[src/hw/rtl/pvm_pkg.sv]
// ----------------------------------------------------------------------------
// PCM voice mixer package
// Types, command codes and constants shared by the mixer controller,
// datapath and top level.
// ----------------------------------------------------------------------------
package pvm_pkg;

  localparam int          SUM_W     = 17;
  localparam logic [16:0] MAX_LEN   = 17'h10000;
  localparam logic [7:0]  MIX_START = 8'd127;
  localparam logic [1:0]  NST_ONCE  = 2'd1;
  localparam logic [1:0]  NST_LOOP  = 2'd2;

  typedef enum logic [2:0] {
    OP_TICK  = 3'd0,
    OP_WRITE = 3'd1,
    OP_SLOT  = 3'd2,
    OP_ALLOC = 3'd3,
    OP_FREE  = 3'd4,
    OP_VSLOT = 3'd5,
    OP_STATE = 3'd6,
    OP_SEEK  = 3'd7
  } pvm_op_t;

  typedef enum logic [1:0] {
    MODE_UNUSED = 2'd0,
    MODE_PAUSED = 2'd1,
    MODE_ONCE   = 2'd2,
    MODE_LOOP   = 2'd3
  } pvm_mode_t;

  typedef enum logic [2:0] {
    VOP_NONE  = 3'd0,
    VOP_ALLOC = 3'd1,
    VOP_FREE  = 3'd2,
    VOP_SLOT  = 3'd3,
    VOP_MODE  = 3'd4,
    VOP_SEEK  = 3'd5,
    VOP_ADV   = 3'd6
  } pvm_vop_t;

  typedef enum logic [3:0] {
    RES_HOLD  = 4'd0,
    RES_TICK  = 4'd1,
    RES_OK    = 4'd2,
    RES_SLOT  = 4'd3,
    RES_ALLOC = 4'd4,
    RES_FAIL  = 4'd5,
    RES_VFAIL = 4'd6,
    RES_FREE  = 4'd7,
    RES_VSLOT = 4'd8,
    RES_VMODE = 4'd9,
    RES_SEEK  = 4'd10
  } pvm_res_t;

  typedef enum logic [3:0] {
    ST_IDLE   = 4'd0,
    ST_DECODE = 4'd1,
    ST_WRITE  = 4'd2,
    ST_SLOT   = 4'd3,
    ST_ALLOC  = 4'd4,
    ST_VEXEC  = 4'd5,
    ST_SEEK   = 4'd6,
    ST_TREAD  = 4'd7,
    ST_TVOICE = 4'd8,
    ST_TSLOT  = 4'd9,
    ST_TADDR  = 4'd10,
    ST_TMIX   = 4'd11,
    ST_DONE   = 4'd12
  } pvm_state_t;

  typedef struct packed {
    logic [2:0]  cmd;
    logic [4:0]  voice;
    logic [5:0]  slot;
    logic [15:0] mem_addr;
    logic [7:0]  mem_data;
    logic [15:0] sample_base;
    logic [16:0] sample_length;
    logic [1:0]  new_state;
    logic [15:0] seek_position;
  } pvm_in_t;

  typedef struct packed {
    logic [7:0] mixed_sample;
    logic [4:0] voice_index;
    logic       ok;
    logic [1:0] voice_status;
  } pvm_out_t;

  typedef struct packed {
    pvm_mode_t   mode;
    logic [5:0]  slot;
    logic [15:0] pos;
  } pvm_voice_t;

  typedef struct packed {
    logic [15:0] base;
    logic [16:0] len;
  } pvm_slot_t;

  typedef struct packed {
    logic     latch;
    logic     voice_rd;
    logic     vsel_cnt;
    pvm_vop_t voice_op;
    logic     slot_rd;
    logic     slot_wr;
    logic     mem_wr;
    logic     mem_rd;
    logic     calc_sum;
    logic     acc_init;
    logic     acc_mix;
    logic     cnt_clr;
    logic     cnt_inc;
    pvm_res_t res_sel;
    logic     out_load;
  } pvm_ctl_t;

  typedef struct packed {
    pvm_op_t op;
    logic    voice_ok;
    logic    slot_ok;
    logic    vvalid;
    logic    vplay;
    logic    len_zero;
    logic    cnt_last;
    logic    cnt_used;
  } pvm_sts_t;

endpackage

[src/hw/rtl/pvm_ctrl.sv]
// ----------------------------------------------------------------------------
// PCM voice mixer controller
// State machine that sequences each command through the datapath and owns
// the transaction handshakes on both channels.
// ----------------------------------------------------------------------------
module pvm_ctrl (
  input  logic              clk,
  input  logic              rst_n,
  input  logic              in_valid,
  output logic              in_stall,
  output logic              out_valid,
  input  logic              out_stall,
  input  pvm_pkg::pvm_sts_t sts,
  output pvm_pkg::pvm_ctl_t ctl
);

  pvm_pkg::pvm_state_t state_r, state_nxt;
  logic                out_valid_r, out_valid_nxt;
  logic                out_free;

  assign out_free = !out_valid_r || !out_stall;
  assign in_stall = (state_r != pvm_pkg::ST_IDLE);
  assign out_valid = out_valid_r;

  always_comb begin
    state_nxt = state_r;
    case (state_r)
      pvm_pkg::ST_IDLE: begin
        if (in_valid) begin
          state_nxt = pvm_pkg::ST_DECODE;
        end
      end
      pvm_pkg::ST_DECODE: begin
        case (sts.op)
          pvm_pkg::OP_TICK:  state_nxt = pvm_pkg::ST_TREAD;
          pvm_pkg::OP_WRITE: state_nxt = pvm_pkg::ST_WRITE;
          pvm_pkg::OP_SLOT:  state_nxt = pvm_pkg::ST_SLOT;
          pvm_pkg::OP_ALLOC: state_nxt = pvm_pkg::ST_ALLOC;
          default: begin
            state_nxt = sts.voice_ok ? pvm_pkg::ST_VEXEC : pvm_pkg::ST_DONE;
          end
        endcase
      end
      pvm_pkg::ST_WRITE, pvm_pkg::ST_SLOT, pvm_pkg::ST_SEEK: begin
        state_nxt = pvm_pkg::ST_DONE;
      end
      pvm_pkg::ST_ALLOC: begin
        if (!sts.cnt_used || sts.cnt_last) begin
          state_nxt = pvm_pkg::ST_DONE;
        end
      end
      pvm_pkg::ST_VEXEC: begin
        if (sts.vvalid && sts.op == pvm_pkg::OP_SEEK) begin
          state_nxt = pvm_pkg::ST_SEEK;
        end else begin
          state_nxt = pvm_pkg::ST_DONE;
        end
      end
      pvm_pkg::ST_TREAD: begin
        state_nxt = pvm_pkg::ST_TVOICE;
      end
      pvm_pkg::ST_TVOICE: begin
        if (sts.vplay) begin
          state_nxt = pvm_pkg::ST_TSLOT;
        end else begin
          state_nxt = sts.cnt_last ? pvm_pkg::ST_DONE : pvm_pkg::ST_TREAD;
        end
      end
      pvm_pkg::ST_TSLOT: begin
        if (!sts.len_zero) begin
          state_nxt = pvm_pkg::ST_TADDR;
        end else begin
          state_nxt = sts.cnt_last ? pvm_pkg::ST_DONE : pvm_pkg::ST_TREAD;
        end
      end
      pvm_pkg::ST_TADDR: begin
        state_nxt = pvm_pkg::ST_TMIX;
      end
      pvm_pkg::ST_TMIX: begin
        state_nxt = sts.cnt_last ? pvm_pkg::ST_DONE : pvm_pkg::ST_TREAD;
      end
      pvm_pkg::ST_DONE: begin
        if (out_free) begin
          state_nxt = pvm_pkg::ST_IDLE;
        end
      end
      default: begin
        state_nxt = pvm_pkg::ST_IDLE;
      end
    endcase
  end

  always_comb begin
    ctl = '0;
    case (state_r)
      pvm_pkg::ST_IDLE: begin
        ctl.latch = in_valid;
      end
      pvm_pkg::ST_DECODE: begin
        case (sts.op)
          pvm_pkg::OP_TICK: begin
            ctl.cnt_clr  = 1'b1;
            ctl.acc_init = 1'b1;
          end
          pvm_pkg::OP_ALLOC: begin
            ctl.cnt_clr = 1'b1;
          end
          pvm_pkg::OP_FREE, pvm_pkg::OP_VSLOT, pvm_pkg::OP_STATE, pvm_pkg::OP_SEEK: begin
            if (sts.voice_ok) begin
              ctl.voice_rd = 1'b1;
            end else begin
              ctl.res_sel = pvm_pkg::RES_VFAIL;
            end
          end
          default: begin
          end
        endcase
      end
      pvm_pkg::ST_WRITE: begin
        ctl.mem_wr  = 1'b1;
        ctl.res_sel = pvm_pkg::RES_OK;
      end
      pvm_pkg::ST_SLOT: begin
        ctl.slot_wr = sts.slot_ok;
        ctl.res_sel = pvm_pkg::RES_SLOT;
      end
      pvm_pkg::ST_ALLOC: begin
        ctl.vsel_cnt = 1'b1;
        if (!sts.cnt_used) begin
          ctl.voice_op = pvm_pkg::VOP_ALLOC;
          ctl.res_sel  = pvm_pkg::RES_ALLOC;
        end else if (sts.cnt_last) begin
          ctl.res_sel = pvm_pkg::RES_FAIL;
        end else begin
          ctl.cnt_inc = 1'b1;
        end
      end
      pvm_pkg::ST_VEXEC: begin
        if (!sts.vvalid) begin
          ctl.res_sel = pvm_pkg::RES_VFAIL;
        end else begin
          case (sts.op)
            pvm_pkg::OP_FREE: begin
              ctl.voice_op = pvm_pkg::VOP_FREE;
              ctl.res_sel  = pvm_pkg::RES_FREE;
            end
            pvm_pkg::OP_VSLOT: begin
              ctl.voice_op = sts.slot_ok ? pvm_pkg::VOP_SLOT : pvm_pkg::VOP_NONE;
              ctl.res_sel  = pvm_pkg::RES_VSLOT;
            end
            pvm_pkg::OP_STATE: begin
              ctl.voice_op = pvm_pkg::VOP_MODE;
              ctl.res_sel  = pvm_pkg::RES_VMODE;
            end
            pvm_pkg::OP_SEEK: begin
              ctl.slot_rd = 1'b1;
            end
            default: begin
            end
          endcase
        end
      end
      pvm_pkg::ST_SEEK: begin
        ctl.voice_op = sts.len_zero ? pvm_pkg::VOP_NONE : pvm_pkg::VOP_SEEK;
        ctl.res_sel  = pvm_pkg::RES_SEEK;
      end
      pvm_pkg::ST_TREAD: begin
        ctl.voice_rd = 1'b1;
        ctl.vsel_cnt = 1'b1;
      end
      pvm_pkg::ST_TVOICE: begin
        ctl.vsel_cnt = 1'b1;
        if (sts.vplay) begin
          ctl.slot_rd = 1'b1;
        end else if (sts.cnt_last) begin
          ctl.res_sel = pvm_pkg::RES_TICK;
        end else begin
          ctl.cnt_inc = 1'b1;
        end
      end
      pvm_pkg::ST_TSLOT: begin
        ctl.vsel_cnt = 1'b1;
        if (!sts.len_zero) begin
          ctl.calc_sum = 1'b1;
        end else if (sts.cnt_last) begin
          ctl.res_sel = pvm_pkg::RES_TICK;
        end else begin
          ctl.cnt_inc = 1'b1;
        end
      end
      pvm_pkg::ST_TADDR: begin
        ctl.vsel_cnt = 1'b1;
        ctl.mem_rd   = 1'b1;
      end
      pvm_pkg::ST_TMIX: begin
        ctl.vsel_cnt = 1'b1;
        ctl.acc_mix  = 1'b1;
        ctl.voice_op = pvm_pkg::VOP_ADV;
        if (sts.cnt_last) begin
          ctl.res_sel = pvm_pkg::RES_TICK;
        end else begin
          ctl.cnt_inc = 1'b1;
        end
      end
      pvm_pkg::ST_DONE: begin
        ctl.out_load = out_free;
      end
      default: begin
      end
    endcase
  end

  always_comb begin
    if (ctl.out_load) begin
      out_valid_nxt = 1'b1;
    end else begin
      out_valid_nxt = out_valid_r && out_stall;
    end
  end

  always_ff @(posedge clk) begin
    if (!rst_n) begin
      state_r     <= pvm_pkg::ST_IDLE;
      out_valid_r <= 1'b0;
    end else begin
      state_r     <= state_nxt;
      out_valid_r <= out_valid_nxt;
    end
  end

endmodule

[config.mk]
export PLATFORM = sky130hd
export DESIGN_NAME = pvm_ctrl
export DESIGN_NICKNAME = d
export VERILOG_FILES = /design/src/hw/rtl/pvm_pkg.sv /design/src/hw/rtl/pvm_ctrl.sv
export SDC_FILE = /design/constraint.sdc
export NUM_CORES = 1
export LEC_CHECK = 0
export ABC_AREA = 0
export BUFFER_PORTS_ARGS = -buffer_cell sky130_fd_sc_hd__buf_2
export CAP_MARGIN = 20
export CORE_ASPECT_RATIO = 0.9
export CORE_UTILIZATION = 28
export CTS_CLUSTER_DIAMETER = 150
export DETAILED_ROUTE_END_ITERATION = 16
export MAX_ROUTING_LAYER = met4
export SKIP_LAST_GASP = 1
export SLEW_MARGIN = 20
export SYNTH_ARGS = -nofsm -noshare
export SYNTH_HDL_FRONTEND = slang
export SYNTH_SLANG_ARGS = --single-unit
export TNS_END_PERCENT = 1
[constraint.sdc]
create_clock -name clk -period 2.22 [get_ports clk]
set_input_delay 0.444 -clock clk [delete_from_list [all_inputs] [get_ports clk]]
set_output_delay 0.444 -clock clk [all_outputs]
set_load 0.02 [all_outputs]
==> impl_metrics.env <==
export IMPL_outcome="completed"
export IMPL_synth_edff_count=0
export IMPL_endpoint="ctl[5]"
export IMPL_total_count_of_hold_check_failures_in_the_final_report=0
export IMPL_synthesis_nets=138
export IMPL_yosys_area_top_type="dfxtp_1"
export IMPL_first_global_vias=910
export IMPL_clock_edge_transition_at_the_registers_on_the_reported_setup_and_hold_paths_ps=50
export IMPL_slew_viol_final=0
export IMPL_clock_sinks=5
export IMPL_nets_final=173
export IMPL_data_arrival_time_of_the_critical_path_ps=1700
export IMPL_regToRegStartpoint="state_r[3]"
export IMPL_worst_hold_slack_ps=485
export IMPL_period_share=0.967
export IMPL_cellLeakagePower_nw=0.474
export IMPL_critical_path_slowest_cell="or3_1"
export IMPL_async_flop_share=0
export IMPL_setup_slack_ps=72.5
export IMPL_finalPower_w=0.00109
export IMPL_synth_mux_area_fraction=0.0136
export IMPL_unrepaired_setup_endpoints_after_global_routing="true"
export IMPL_postSynthAreaPerCell_um2=6.67
export IMPL_drt_total_wl_um=2660
export IMPL_cts_hold_buffers_added=0
export IMPL_worst_r2r_path_depth=5
export IMPL_crit_path_max_fanout=19
export IMPL_postLayoutCellArea_mm2=0.00107
export IMPL_coreArea_mm2=0.00277
export IMPL_cap_viol_max_count=0
export IMPL_post_place_ws_ps=228
export IMPL_count_of_standard_cell_rows=18
export IMPL_vias=1075
export IMPL_pin_count=36
export IMPL_complex_gate_fraction_of_the_synthesized_area=0.369
export IMPL_clk_tree_root_cell="clkbuf_4"
export IMPL_detailed_route_iter0_violations=33
export IMPL_powerDensity_mw_per_mm2=1020
export IMPL_globalRoute_totalOverflow=0
export IMPL_arithmetic_cell_share_of_the_synthesized_area_counting_full_adders_half_adders_and_majority_gates=0
export IMPL_htree_num_levels=1
export IMPL_placedInstanceArea_mm2=0.00104
export IMPL_timing_critical_path_required_ps=1780
export IMPL_leading_cell_types_by_total_area_after_synthesis="dfxtp_1, nand2_1, nor2b_1, o21ai_0, a21oi_1"
export IMPL_cpPeakStageDelay_ps=410
export IMPL_worstReg2RegEnd="state_r[3]"
export IMPL_clk_insertion_delay_late_ps=240
export IMPL_min_cycle_time_layout_ps=2150
export IMPL_peakVddDrop_mv=0.492
export IMPL_dieHeight_um=53.6
export IMPL_remaining_drc_errors=0
export IMPL_drive_gt1_frac=0.335
export IMPL_die_width_um=59.3
export IMPL_floorplan_initialDensity=0.299
export IMPL_gpl_final_weighted_congestion=0.869
export IMPL_grt_antenna_before_repair=0
export IMPL_post_synth_instance_area_um2=827
export IMPL_synth_top_family_by_area="simple AND/OR/NAND/NOR gates"
export IMPL_grt_first_pass_wirelength_um=4200
export IMPL_postRouteAntennaNets=0
export IMPL_clock_skew_ps=3.07
export IMPL_top_area_cell_type_share_of_the_netlist_area=0.121
export IMPL_pin_count_of_the_biggest_net_entering_global_routing=22
export IMPL_synth_yosys_warnings=0
export IMPL_reg2reg_slack_ps=600
export IMPL_type_of_element_launching_the_critical_path="flip-flop"
export IMPL_area_delta_synth_final_pct=30.0
export IMPL_ys_flop_type="dfxtp_1"
export IMPL_relative_max_transition_margin=0.751
export IMPL_synth_simple_area_share=0.402
export IMPL_postSynthRegisterBits=5
export IMPL_gr_usage_all_layers=0.176
export IMPL_dp_hpwl_um=1950
export IMPL_cts_tree="done"
export IMPL_die_area_mm2=0.00318
export IMPL_setup_violations_final=0
export IMPL_cts_inserted_buffers=3
export IMPL_diodes=0
export IMPL_synth_lib_cells_used_distinct=49
export IMPL_synthCells=124
export IMPL_cp_cell_sequence="buf_4 > or3_1 > a211o_1 > o31ai_1 > buf_2"
export IMPL_clockBufferDepth=2
export IMPL_finalSetupTns_ps=0
export IMPL_timing_critical_path_to_type="output pin"
export IMPL_post_cts_setup_buffer_count=0
export IMPL_timing_fmax_mhz=466
export IMPL_fillerInstances=303
export IMPL_synth_seq_area_share=0.121
export IMPL_hold_path_class="in -> reg"
export IMPL_cp_startpoint="state_r[0]"
export IMPL_synth_xor_xnor_area_share=0.0106
export IMPL_place_port_buffers=35
export IMPL_drt_pre_antenna_iters=4
export IMPL_vias_per_cell=5.43
export IMPL_worst_slew_pin_slew_ps=365
export IMPL_route_detailed_wl_per_inst_um=13.5
export IMPL_worstSetupPathType="reg -> out"
what timing repair did:
action	in CTS	in global routing
setup endpoints to repair	2	4
resized for setup	1	3
pin swaps	1	0
gates cloned	0	0
endpoints found under the hold margin	0	0
worst max-delay path: cells and delay by family (launching register included):
family | cells | cell delay [ps]
buffers and inverters | 2 | 390
AO/OA/AOI/OAI | 2 | 360
AND/OR/NAND/NOR | 1 | 410
flip-flops | 1 | 310
registers in the layout, summed over array words and instances, names as in the netlist:
register / count
state_r: 4
out_valid: 1
worst min-delay path by stage:
stage | from | endpoint | slack [ps] | depth (start not counted)
final | rst_n | out_valid | 480 | 2
after global routing | rst_n | state_r[1] | 490 | 2
after CTS | rst_n | out_valid | 480 | 2
after detailed placement | state_r[2] | state_r[2] | 670 | 3
after global placement | state_r[2] | state_r[2] | 670 | 3
after floorplan | rst_n | out_valid | 560 | 1
routing by layer:
layer,share of wire,vias to the layer above,global-route usage
met5,0,-,-
met4,0,0,0
met3,0.069,0,0.0361
met2,0.47,46,0.277
met1,0.46,495,0.245
li1,-,534,-
cell families (layout without fill, tap and decap cells):
group / count (synthesis) / after routing
AND/OR/NAND/NOR: 59 / 59
AO/OA/AOI/OAI: 44 / 44
buffers and inverters: 14 / 48
flip-flops: 5 / 5
XOR/XNOR: 1 / 1
multiplexers: 1 / 1
cells in the mapped netlist, drive strengths merged (2+ instances only):
cell,number
nand2,16
o21ai,10
a21oi,8
nor2b,8
buf,7
dfxtp,5
nand2b,5
nor2,5
o22ai,5
clkbuf,4
nor3,4
and3,3
inv,3
nand3,3
a211o,2
a2bb2oi,2
and2,2
nand4,2
nor3b,2
o311ai,2
o32ai,2
layout by cell type, fill, tap and decap left out, drive strengths merged, types with 2 or more instances in the layout:
| cell | n |
|---|---|
| a211o | 2 |
| nor2b | 8 |
| and3 | 3 |
| nand2 | 16 |
| nand2b | 5 |
| a2bb2oi | 2 |
| a21oi | 8 |
| inv | 3 |
| clkbuf | 4 |
| nor2 | 5 |
| nand3 | 3 |
| dfxtp | 5 |
| o21ai | 10 |
| nor3b | 2 |
| buf | 41 |
| o311ai | 2 |
| o22ai | 5 |
| nor3 | 4 |
| nand4 | 2 |
| o32ai | 2 |
| and2 | 2 |
per-stage QoR:
stage / util / cells
after CTS: 0.386 / 198
final: 0.388 / 198
after global placement: 0.375 / 194
after floorplan: - / 124
after global routing: 0.388 / 198
after detailed placement: 0.375 / 194
layout make-up:
| type | instances | area [µm²] | area share |
|---|---|---|---|
| repair buffers | 41 | 223 | 0.207 |
| flip-flops and latches | 5 | 101 | 0.0943 |
| well taps | 40 | 50.0 | 0.0466 |
| clock buffers | 4 | 26.3 | 0.0244 |
| multi-input cells | 105 | 663 | 0.617 |
| inverters | 3 | 11.3 | 0.0105 |
report_power, final:
part | switching [W] | leakage [nW] | total (W) | internal, W
Sequential | 0.0000251 | 0.0413 | 0.000143 | 0.000118
Clock | 0.0000387 | 0.0150 | 0.000107 | 0.0000680
Combinational | 0.000509 | 0.417 | 0.000844 | 0.000334
(Power assumes the default switching activity.)
